$ cat config.mk
export PLATFORM = sky130hd
export DESIGN_NAME = audio_block_prefill_queue
export DESIGN_NICKNAME = d
export VERILOG_FILES = /design/src/rtl/core/abpq_pkg.sv /design/src/rtl/core/abpq_slot_ram.sv /design/src/rtl/core/abpq_cfg.sv /design/src/rtl/core/abpq_ctrl.sv /design/src/rtl/core/audio_block_prefill_queue.sv
export SDC_FILE = /design/constraint.sdc
export NUM_CORES = 1
export LEC_CHECK = 0
export BUFFER_PORTS_ARGS = -buffer_cell sky130_fd_sc_hd__buf_2
export CAP_MARGIN = 10
export CORE_AREA = 4 4 336 338
export CTS_BUF_LIST = sky130_fd_sc_hd__clkbuf_8 sky130_fd_sc_hd__clkbuf_16
export DETAILED_ROUTE_END_ITERATION = 8
export DIE_AREA = 0 0 340 342
export MAX_ROUTING_LAYER = met4
export REMOVE_ABC_BUFFERS = 1
export SLEW_MARGIN = 25
export SYNTH_ARGS = -nofsm -noshare
export SYNTH_HDL_FRONTEND = slang
export SYNTH_SLANG_ARGS = --single-unit
$ cat constraint.sdc
create_clock -name aclk -period 7.6 [get_ports aclk]
set_input_delay 1.14 -clock aclk [delete_from_list [all_inputs] [get_ports aclk]]
set_output_delay 1.14 -clock aclk [all_outputs]
set_load 0.01 [all_outputs]
$ cat src/rtl/core/abpq_pkg.sv
package abpq_pkg;

    // input beat layout
    localparam int ACTION_W   = 3;
    localparam int TAG_FLD_W  = 32;
    localparam int FRAMES_W   = 16;
    localparam int LIMIT_W    = 5;
    localparam int S_TDATA_W  = 56;
    localparam int TAG_LSB    = 0;
    localparam int FRAMES_LSB = 32;
    localparam int LIMIT_LSB  = 48;

    // result beat layout
    localparam int M_TDATA_W  = 32;
    localparam int M_TUSER_W  = 3;

    // config port
    localparam int CFG_ADDR_W = 4;
    localparam int CFG_DATA_W = 19;
    localparam logic [CFG_ADDR_W-1:0] REG_SAMPLE_RATE  = 4'd0;
    localparam logic [CFG_ADDR_W-1:0] REG_STREAMING_ON = 4'd1;

    // prefill threshold ceil(rate*2/1000) via reciprocal multiply
    localparam int THR_W       = 11;
    localparam int PRE_W       = 21;
    localparam int PROD_W      = 42;
    localparam int RECIP_SHIFT = 30;
    localparam logic [PRE_W-1:0] RECIP_1000 = 21'd1073742;
    localparam logic [PRE_W-1:0] ROUND_UP   = 21'd999;
    localparam logic [THR_W-1:0] THR_RESET  = 11'd96;   // 48 kHz

    localparam int FT_W = 32;
    localparam logic [LIMIT_W-1:0] MAX_DRAIN = 5'd16;

    typedef enum logic [ACTION_W-1:0] {
        ACT_SUBMIT   = 3'd0,
        ACT_TAKE     = 3'd1,
        ACT_COMPLETE = 3'd2,
        ACT_DRAIN    = 3'd3,
        ACT_RESTART  = 3'd4
    } act_e;

    // result flags, tag_valid in bit 0
    typedef struct packed {
        logic starved;
        logic accepted;
        logic tag_valid;
    } res_flags_t;

    typedef struct packed {
        logic             streaming_on;
        logic [THR_W-1:0] thr;
    } cfg_t;

endpackage

$ cat src/rtl/core/abpq_slot_ram.sv
module abpq_slot_ram #(
    parameter int DEPTH = 16,
    parameter int WIDTH = 32,
    parameter int AW    = 4
) (
    input  logic             aclk,
    input  logic             wr_en,
    input  logic [AW-1:0]    wr_addr,
    input  logic [WIDTH-1:0] wr_data,
    input  logic [AW-1:0]    rd_addr,
    output logic [WIDTH-1:0] rd_data
);

    logic [WIDTH-1:0] mem [DEPTH];

    always_ff @(posedge aclk) begin
        if (wr_en) begin
            mem[wr_addr] <= wr_data;
        end
        rd_data <= mem[rd_addr];
    end

endmodule

$ cat src/rtl/core/abpq_cfg.sv
module abpq_cfg (
    input  logic                            aclk,
    input  logic                            aresetn,
    input  logic                            cfg_wr_en,
    input  logic [abpq_pkg::CFG_ADDR_W-1:0] cfg_addr,
    input  logic [abpq_pkg::CFG_DATA_W-1:0] cfg_wdata,
    output abpq_pkg::cfg_t                  cfg
);

    logic [abpq_pkg::PRE_W-1:0]  pre;
    logic [abpq_pkg::PROD_W-1:0] prod;
    logic [abpq_pkg::THR_W-1:0]  thr_reg, thr_next;
    logic                        stream_reg, stream_next;

    // rate*2 + 999, then divide by 1000 (exact over the whole 19-bit range)
    assign pre  = {1'b0, cfg_wdata, 1'b0} + abpq_pkg::ROUND_UP;
    assign prod = abpq_pkg::PROD_W'(pre) * abpq_pkg::PROD_W'(abpq_pkg::RECIP_1000);

    always_comb begin
        thr_next    = thr_reg;
        stream_next = stream_reg;
        if (cfg_wr_en && cfg_addr == abpq_pkg::REG_SAMPLE_RATE) begin
            thr_next = prod[abpq_pkg::RECIP_SHIFT +: abpq_pkg::THR_W];
        end
        if (cfg_wr_en && cfg_addr == abpq_pkg::REG_STREAMING_ON) begin
            stream_next = cfg_wdata[0];
        end
    end

    always_ff @(posedge aclk) begin
        if (!aresetn) begin
            thr_reg    <= abpq_pkg::THR_RESET;
            stream_reg <= 1'b0;
        end else begin
            thr_reg    <= thr_next;
            stream_reg <= stream_next;
        end
    end

    assign cfg.streaming_on = stream_reg;
    assign cfg.thr          = thr_reg;

endmodule

$ cat src/rtl/core/abpq_ctrl.sv
module abpq_ctrl #(
    parameter int QUEUE_DEPTH = 16,
    parameter int TAG_W       = 32,
    parameter int PW          = 4
) (
    input  logic                           aclk,
    input  logic                           aresetn,
    input  abpq_pkg::cfg_t                 cfg,
    input  logic                           s_tvalid,
    output logic                           s_tready,
    input  logic [abpq_pkg::S_TDATA_W-1:0] s_tdata,
    input  logic [abpq_pkg::ACTION_W-1:0]  s_tuser,
    output logic                           m_tvalid,
    input  logic                           m_tready,
    output logic [abpq_pkg::M_TDATA_W-1:0] m_tdata,
    output abpq_pkg::res_flags_t           m_tuser,
    output logic                           m_tlast,
    output logic                           wr_en,
    output logic [PW-1:0]                  wr_addr,
    output logic [TAG_W-1:0]               wr_data,
    output logic [PW-1:0]                  rd_addr,
    input  logic [TAG_W-1:0]               rd_data
);

    localparam int CW = $clog2(QUEUE_DEPTH + 1);

    typedef enum logic [1:0] {
        ST_IDLE,
        ST_EXEC,
        ST_DRAIN,
        ST_OUT
    } state_t;

    state_t                          state_reg, state_next;
    abpq_pkg::act_e                  act_reg, act_next;
    logic [TAG_W-1:0]                tag_reg, tag_next;
    logic [abpq_pkg::FRAMES_W-1:0]   frames_reg, frames_next;
    logic [abpq_pkg::LIMIT_W-1:0]    limit_reg, limit_next;
    logic [abpq_pkg::LIMIT_W-1:0]    rem_reg, rem_next;
    logic [PW-1:0]                   wp_reg, wp_next;
    logic [PW-1:0]                   rp_reg, rp_next;
    logic [CW-1:0]                   cnt_reg, cnt_next;
    logic [abpq_pkg::FT_W-1:0]       ft_reg, ft_next;
    logic                            pf_reg, pf_next;
    logic                            rec_reg, rec_next;
    logic                            m_tvalid_reg, m_tvalid_next;
    logic [abpq_pkg::M_TDATA_W-1:0]  m_tdata_reg, m_tdata_next;
    abpq_pkg::res_flags_t            m_tuser_reg, m_tuser_next;
    logic                            m_tlast_reg, m_tlast_next;

    logic                            submit_ok;
    logic                            primed;
    logic                            last_pop;
    logic [abpq_pkg::FT_W:0]         ft_sum;
    logic [abpq_pkg::LIMIT_W-1:0]    eff_limit;

    function automatic logic [PW-1:0] ptr_inc(input logic [PW-1:0] p);
        return (p == PW'(QUEUE_DEPTH - 1)) ? '0 : p + PW'(1);
    endfunction

    assign submit_ok = cfg.streaming_on && (tag_reg != '0) && (cnt_reg < CW'(QUEUE_DEPTH));
    assign primed    = ft_reg >= abpq_pkg::FT_W'(cfg.thr);
    assign ft_sum    = {1'b0, ft_reg} + (abpq_pkg::FT_W + 1)'(frames_reg);
    assign eff_limit = (limit_reg > abpq_pkg::MAX_DRAIN) ? abpq_pkg::MAX_DRAIN : limit_reg;
    assign last_pop  = (rem_reg == abpq_pkg::LIMIT_W'(1)) || (cnt_reg == CW'(1));

    always_comb begin
        state_next    = state_reg;
        act_next      = act_reg;
        tag_next      = tag_reg;
        frames_next   = frames_reg;
        limit_next    = limit_reg;
        rem_next      = rem_reg;
        wp_next       = wp_reg;
        rp_next       = rp_reg;
        cnt_next      = cnt_reg;
        ft_next       = ft_reg;
        pf_next       = pf_reg;
        rec_next      = rec_reg;
        m_tvalid_next = m_tvalid_reg;
        m_tdata_next  = m_tdata_reg;
        m_tuser_next  = m_tuser_reg;
        m_tlast_next  = m_tlast_reg;
        wr_en         = 1'b0;

        case (state_reg)
            ST_IDLE: begin
                if (s_tvalid) begin
                    act_next    = abpq_pkg::act_e'(s_tuser);
                    tag_next    = s_tdata[abpq_pkg::TAG_LSB +: TAG_W];
                    frames_next = s_tdata[abpq_pkg::FRAMES_LSB +: abpq_pkg::FRAMES_W];
                    limit_next  = s_tdata[abpq_pkg::LIMIT_LSB +: abpq_pkg::LIMIT_W];
                    state_next  = ST_EXEC;
                end
            end
            ST_EXEC: begin
                // default: single all-zero result with last set
                m_tvalid_next = 1'b1;
                m_tdata_next  = '0;
                m_tuser_next  = '0;
                m_tlast_next  = 1'b1;
                state_next    = ST_OUT;
                case (act_reg)
                    abpq_pkg::ACT_SUBMIT: begin
                        m_tuser_next.accepted = submit_ok;
                        if (submit_ok) begin
                            wr_en    = 1'b1;
                            wp_next  = ptr_inc(wp_reg);
                            cnt_next = cnt_reg + CW'(1);
                            ft_next  = ft_sum[abpq_pkg::FT_W] ? '1
                                                              : ft_sum[abpq_pkg::FT_W-1:0];
                        end
                    end
                    abpq_pkg::ACT_TAKE: begin
                        if (cfg.streaming_on) begin
                            if (pf_reg && !primed) begin
                                m_tuser_next.starved = rec_reg;
                            end else if (cnt_reg == '0) begin
                                // underrun: arm priming again
                                pf_next              = 1'b1;
                                rec_next             = 1'b1;
                                m_tuser_next.starved = 1'b1;
                            end else begin
                                pf_next                = 1'b0;
                                rec_next               = 1'b0;
                                m_tdata_next           = abpq_pkg::M_TDATA_W'(rd_data);
                                m_tuser_next.tag_valid = 1'b1;
                                rp_next                = ptr_inc(rp_reg);
                                cnt_next               = cnt_reg - CW'(1);
                            end
                            if (pf_reg && primed && cnt_reg == '0) begin
                                pf_next  = 1'b1;
                                rec_next = 1'b1;
                            end
                        end
                    end
                    abpq_pkg::ACT_COMPLETE: begin
                        ft_next = (abpq_pkg::FT_W'(frames_reg) < ft_reg)
                                ? ft_reg - abpq_pkg::FT_W'(frames_reg) : '0;
                    end
                    abpq_pkg::ACT_DRAIN: begin
                        if (cnt_reg == '0 || eff_limit == '0) begin
                            wp_next  = '0;
                            rp_next  = '0;
                            cnt_next = '0;
                            ft_next  = '0;
                            pf_next  = 1'b1;
                            rec_next = 1'b0;
                        end else begin
                            m_tvalid_next = 1'b0;
                            rem_next      = eff_limit;
                            state_next    = ST_DRAIN;
                        end
                    end
                    abpq_pkg::ACT_RESTART: begin
                        wp_next  = '0;
                        rp_next  = '0;
                        cnt_next = '0;
                        ft_next  = '0;
                        pf_next  = 1'b1;
                        rec_next = 1'b0;
                    end
                    default: begin
                    end
                endcase
            end
            ST_DRAIN: begin
                if (!m_tvalid_reg || m_tready) begin
                    m_tvalid_next          = 1'b1;
                    m_tdata_next           = abpq_pkg::M_TDATA_W'(rd_data);
                    m_tuser_next           = '0;
                    m_tuser_next.tag_valid = 1'b1;
                    m_tlast_next           = last_pop;
                    rp_next                = ptr_inc(rp_reg);
                    cnt_next               = cnt_reg - CW'(1);
                    rem_next               = rem_reg - abpq_pkg::LIMIT_W'(1);
                    if (last_pop) begin
                        wp_next    = '0;
                        rp_next    = '0;
                        cnt_next   = '0;
                        ft_next    = '0;
                        pf_next    = 1'b1;
                        rec_next   = 1'b0;
                        state_next = ST_OUT;
                    end
                end
            end
            ST_OUT: begin
                if (m_tready) begin
                    m_tvalid_next = 1'b0;
                    state_next    = ST_IDLE;
                end
            end
            default: begin
                state_next = ST_IDLE;
            end
        endcase
    end

    always_ff @(posedge aclk) begin
        if (!aresetn) begin
            state_reg    <= ST_IDLE;
            act_reg      <= abpq_pkg::ACT_SUBMIT;
            tag_reg      <= '0;
            frames_reg   <= '0;
            limit_reg    <= '0;
            rem_reg      <= '0;
            wp_reg       <= '0;
            rp_reg       <= '0;
            cnt_reg      <= '0;
            ft_reg       <= '0;
            pf_reg       <= 1'b1;
            rec_reg      <= 1'b0;
            m_tvalid_reg <= 1'b0;
            m_tdata_reg  <= '0;
            m_tuser_reg  <= '0;
            m_tlast_reg  <= 1'b0;
        end else begin
            state_reg    <= state_next;
            act_reg      <= act_next;
            tag_reg      <= tag_next;
            frames_reg   <= frames_next;
            limit_reg    <= limit_next;
            rem_reg      <= rem_next;
            wp_reg       <= wp_next;
            rp_reg       <= rp_next;
            cnt_reg      <= cnt_next;
            ft_reg       <= ft_next;
            pf_reg       <= pf_next;
            rec_reg      <= rec_next;
            m_tvalid_reg <= m_tvalid_next;
            m_tdata_reg  <= m_tdata_next;
            m_tuser_reg  <= m_tuser_next;
            m_tlast_reg  <= m_tlast_next;
        end
    end

    // RAM read follows the next read pointer so its registered output tracks the read pointer
    assign rd_addr  = rp_next;
    assign wr_addr  = wp_reg;
    assign wr_data  = tag_reg;

    assign s_tready = (state_reg == ST_IDLE);
    assign m_tvalid = m_tvalid_reg;
    assign m_tdata  = m_tdata_reg;
    assign m_tuser  = m_tuser_reg;
    assign m_tlast  = m_tlast_reg;

endmodule

$ cat src/rtl/core/audio_block_prefill_queue.sv
// Each command beat is registered, executed and its result registered and handed off
//   before the next beat is taken. A drain emits one beat per cycle while the result
//   side is not stalled, from the single slot RAM read port.
// Reset (aresetn low, synchronous): queue emptied, frame total zero, priming armed,
//   recovery cleared, sample rate 48000 (threshold 96 frames), streaming off.
//   Slot RAM contents are not cleared; only data from occupied slots is ever used.
module audio_block_prefill_queue #(
    parameter int QUEUE_DEPTH = 16,
    parameter int TAG_BITS    = 32
) (
    input  logic                            aclk,
    input  logic                            aresetn,

    // config write port: index 0 sample_rate, index 1 streaming_on
    input  logic                            cfg_wr_en,
    input  logic [abpq_pkg::CFG_ADDR_W-1:0] cfg_addr,
    input  logic [abpq_pkg::CFG_DATA_W-1:0] cfg_wdata,

    // command beats
    input  logic                            s_tvalid,
    output logic                            s_tready,
    // [31:0] item_tag, [47:32] frames, [52:48] drain_limit, [55:53] zero
    input  logic [abpq_pkg::S_TDATA_W-1:0]  s_tdata,
    // [2:0] action
    input  logic [abpq_pkg::ACTION_W-1:0]   s_tuser,

    // result beats
    output logic                            m_tvalid,
    input  logic                            m_tready,
    // [31:0] out_tag
    output logic [abpq_pkg::M_TDATA_W-1:0]  m_tdata,
    // [0] tag_valid, [1] accepted, [2] starved
    output logic [abpq_pkg::M_TUSER_W-1:0]  m_tuser,
    output logic                            m_tlast
);

    // Tags wider than the 32-bit field never carry extra bits, so the
    // stored width is the smaller of the two.
    localparam int TAG_W = (TAG_BITS < abpq_pkg::TAG_FLD_W) ? TAG_BITS : abpq_pkg::TAG_FLD_W;
    localparam int PW    = $clog2(QUEUE_DEPTH);

    abpq_pkg::cfg_t       cfg;
    abpq_pkg::res_flags_t res_flags;

    logic             wr_en;
    logic [PW-1:0]    wr_addr;
    logic [TAG_W-1:0] wr_data;
    logic [PW-1:0]    rd_addr;
    logic [TAG_W-1:0] rd_data;

    // Config registers; the prefill threshold ceil(rate*2/1000) is
    // computed at write time so a take right after a write sees it.
    abpq_cfg u_cfg (
        .aclk      (aclk),
        .aresetn   (aresetn),
        .cfg_wr_en (cfg_wr_en),
        .cfg_addr  (cfg_addr),
        .cfg_wdata (cfg_wdata),
        .cfg       (cfg)
    );

    // Ring of block descriptors, one write and one registered read per cycle.
    abpq_slot_ram #(
        .DEPTH (QUEUE_DEPTH),
        .WIDTH (TAG_W),
        .AW    (PW)
    ) u_ram (
        .aclk    (aclk),
        .wr_en   (wr_en),
        .wr_addr (wr_addr),
        .wr_data (wr_data),
        .rd_addr (rd_addr),
        .rd_data (rd_data)
    );

    // Sequencer: pointers, count, frame accounting, priming gate, drain loop.
    // Each command executes the cycle after its beat; the RAM read for the
    // head slot is issued on the accept edge, so pops need no extra wait.
    abpq_ctrl #(
        .QUEUE_DEPTH (QUEUE_DEPTH),
        .TAG_W       (TAG_W),
        .PW          (PW)
    ) u_ctrl (
        .aclk     (aclk),
        .aresetn  (aresetn),
        .cfg      (cfg),
        .s_tvalid (s_tvalid),
        .s_tready (s_tready),
        .s_tdata  (s_tdata),
        .s_tuser  (s_tuser),
        .m_tvalid (m_tvalid),
        .m_tready (m_tready),
        .m_tdata  (m_tdata),
        .m_tuser  (res_flags),
        .m_tlast  (m_tlast),
        .wr_en    (wr_en),
        .wr_addr  (wr_addr),
        .wr_data  (wr_data),
        .rd_addr  (rd_addr),
        .rd_data  (rd_data)
    );

    assign m_tuser = res_flags;

endmodule

==> impl_metrics.tcl <==
set metrics [dict create \
    final-hold-violation-count 0 \
    layout_cells_excl_fill 5036 \
    cts-htree-levels 3 \
    regToRegStartpoint "u_ctrl.cnt_reg[1]" \
    registers.top_by_ff_count "u_ram.mem" \
    global_route.overflow_total 0 \
    port_buffers 121 \
    p_total_mw 15.3 \
    syn_area_um2 36100 \
    drc_errors 0 \
    synth.lib_cells_used.distinct 78 \
    syn_to_final_growth_pct 15.6 \
    clkLatencyLatePin_ps 640 \
    clock_sinks 703 \
    placement.cell_area_um2 39000 \
    groute.layer.met3.usage_pct 3.25 \
    critPathLaunchType "input pin" \
    final_period_minus_worst_setup_slack_ps 7200 \
    cts_made_buffers 73 \
    crit_path_max_fanout 4 \
    critical_path_endpoint "u_cfg.thr_reg[10]" \
    slew-limit-headroom_pct 29.9 \
    hold_buffers 0 \
    worst_ir_drop_vdd_uv 334 \
    most_common_flop_cell_mapped_by_yosys "edfxtp_1" \
    core_um2 110000 \
    critical-path-max-stage-delay_ps 520 \
    postLayoutCoreUtil_pct 37.9 \
    die_w_um 340 \
    nFillCells 10600 \
    synth-warning-count 0 \
    outcome "finished, final reports clean" \
    share_comb_of_total_power_pct 44.2 \
    fmaxAchievable_mhz 139 \
    number_of_optimization_iterations_in_the_first_detailed_route_pass 6 \
    final_area_um2 41700 \
    power.internal_mw 9.42 \
    cp.required_ps 8110 \
    via_count_of_the_first_global_routing_pass 24700 \
    vias_per_cell 5.05 \
    worst_setup_path_startpoint "cfg_wdata[0]" \
    seqPwrFrac_pct 31.2 \
    cts.path.max_buffers 3 \
    synth-seq-area-share_pct 53.2 \
    globalplace.congestion 0.904 \
    switching_power_mw 5.87 \
    floorplan.io_pins 125 \
    initialDrtViolationCount 2240 \
    maximum_number_of_pins_on_one_net_before_global_route_repair 194 \
    synth_edf_count 512 \
    worst_path_clk_slew_ps 60 \
    hold_path_class "flip-flop to flip-flop" \
    synthCells 3314 \
    timing.final.max_slew_violations 0 \
    drt.antenna.violating_nets 0 \
    rsz0062_at_grt "false" \
    clock_skew_ps 30.5 \
    synthArstFlopShare_pct 0 \
    finalSetupTns_ps 0 \
    cts-root-buf "clkbuf_16" \
    power_frac_clock_pct 24.6 \
    numPlacedInstances 4898 \
    place_hpwl_um 59600 \
    timing.critical_path.mode_cell "ha_1" \
    detail_route.wl_per_cell_um 19.3 \
    initial_antenna_violation_count 1 \
    number_of_vias_after_detailed_routing 25400 \
    p_sw_share_pct 38.4 \
    fraction_of_final_layout_cells_sized_beyond_drive_strength_1_pct 12.5 \
    post-route-period-util_pct 94.8 \
    global_route_wire_length_before_repair_um 148000 \
    tritoncts_clock_tree "built" \
    nNetsFinal 3891 \
    synth-seq-cells 703 \
    rr_endpoint "u_ram.rd_data[2]" \
    grt_util_met1_pct 22.8 \
    die_height_um 342 \
    worst_path_max_delay_cell "fa_1" \
    end_kind "flip-flop" \
    dieArea_um2 116000 \
    worst_r2r_path_depth 13 \
    reg2reg_slack_ps 2770 \
    highest_utilization_routing_layer_at_the_global_route_stage "met2" \
    finalSetupViolations 0 \
    detail_route.wirelength_um 97000 \
    global_route.usage.total_pct 16.9 \
    power_density_nw_per_um2 367 \
    std_cell_rows 122 \
    largest_register_ff_count 512 \
    start_util_pct 32.8 \
    worst-endpoint-arrival_ps 7710 \
    use_met2_pct 26.6 \
    max-cap-violations 0 \
    leakage_nw 17.1 \
    synth.avg_cell_area_um2 10.9 \
    max_slew.worst_pin.slew_ps 1030 \
    crit_type "input pin to flip-flop" \
]
[power groups by stage]
stage | combinational (mW) | sequential, mW | clock, mW
6_report | 6.76 | 4.77 | 3.76
5_1_grt | 7.67 | 4.81 | 4.00
4_1_cts | 6.69 | 4.76 | 3.84
3_5_place_dp | 6.64 | 4.85 | 0
3_3_place_gp | 6.58 | 4.84 | 0
2_1_floorplan | 4.75 | 4.72 | 0
[logic make-up after synthesis]
family	Yosys count	share of synthesized area, %
simple gates	1183	14.6
flops	703	53.2
compound gates	543	10.7
buf+inv	432	4.92
fa+ha+maj	318	13.0
mux	102	2.83
xor+xnor	33	0.801
[synthesized netlist by cell type, types with 11 or more instances]
cell        n  area [µm²]
a22oi_1    39         293
nor2b_1    57         357
buf_2      60         300
and2_1     23         144
o21a_1     16         120
ha_1      225        2820
nor4_1     17         106
o211ai_1   11        82.6
dfxtp_1   191        3820
a21oi_1   103         515
inv_1     264         991
edfxtp_1  512       15400
xnor2_1    23         201
fa_1       93        1860
a21boi_0   75         563
nand4_1    21         131
a21o_1     20         150
o21bai_1   13        97.6
o21ai_0    73         365
and3_1     13        81.3
a211oi_1   20         150
o221ai_1   35         307
mux2i_1   101        1010
clkbuf_1   89         334
nor2_1     94         353
a32oi_1    35         307
nand3_1   216        1080
nor3_1     32         160
nand2_1   663        2490
nand2b_1   12        75.1
[critical path, delay by kind of cell]
family          cells  cell delay, ps
compound gates      8            1500
buf+inv             5             670
fa+ha+maj           9            3220
xor+xnor            1             290
simple gates        5             870
[cell usage in the layout (no fill, tap or decap), drive strengths merged, types with 8 or more instances in the layout]
master / count
nand3: 216
a211o: 8
inv: 282
xor2: 10
o221ai: 35
mux2i: 101
edfxtp: 512
buf: 265
o21a: 16
clkbuf: 87
a21oi: 103
nand2b: 12
o21ai: 82
clkinv: 20
nand4: 21
nand2: 663
and3: 13
a221oi: 8
xnor2: 23
ha: 225
nor2b: 57
a211oi: 23
and2: 23
o21bai: 13
dfxtp: 191
nor2: 94
nor3: 33
nor4: 17
a22oi: 40
a32oi: 36
o22ai: 9
a21boi: 78
fa: 93
a21o: 20
o211ai: 12
[metrics by stage]
stage | hold WS, ps | worst slack [ps]
2_1_floorplan | 435 | -1590
3_3_place_gp | 453 | -615
5_1_grt | 509 | 4.58
4_1_cts | 478 | 114
6_report | 479 | 399
3_5_place_dp | 470 | -607
[timing repair]
action / in CTS / in global routing
buffers inserted: 0 / 1
resized for setup: 1 / 15
endpoints found under the setup margin: 1 / 9
pin swaps: 0 / 2
hold endpoints to repair: 0 / 0
[layer usage]
metal	part of all wire, %	vias to the layer above
met5	0	-
met4	2.1	0
met3	7.2	139
met2	46	783
met1	45	12400
li1	-	12100
[cell type report]
cell class	instances	area (µm²)	share of cell area, %
Antenna cell	2	5.00	0.0120
Timing Repair Buffer	265	1730	4.15
Multi-Input combinational cell	2179	15400	36.8
Clock inverter	48	495	1.19
Tap cell	1488	1860	4.46
Inverter	264	991	2.38
Sequential cell	703	19200	46.0
Clock buffer	87	2060	4.95
[how the worst min path moves through the flow]
stage / start / to / slack [ps] / cells past startpoint
after floorplan: u_ctrl.pf_reg / u_ctrl.pf_reg / 430 / 2
after global placement: u_ctrl.rec_reg / u_ctrl.rec_reg / 450 / 2
after detailed placement: u_ctrl.rec_reg / u_ctrl.rec_reg / 470 / 2
after CTS: u_ctrl.rec_reg / u_ctrl.rec_reg / 480 / 2
after global routing: u_ram.rd_data[2] / u_ctrl.m_tdata[2] / 510 / 2
final: u_ctrl.rec_reg / u_ctrl.rec_reg / 480 / 2
Note: power is estimated with default switching activity, not from simulation.
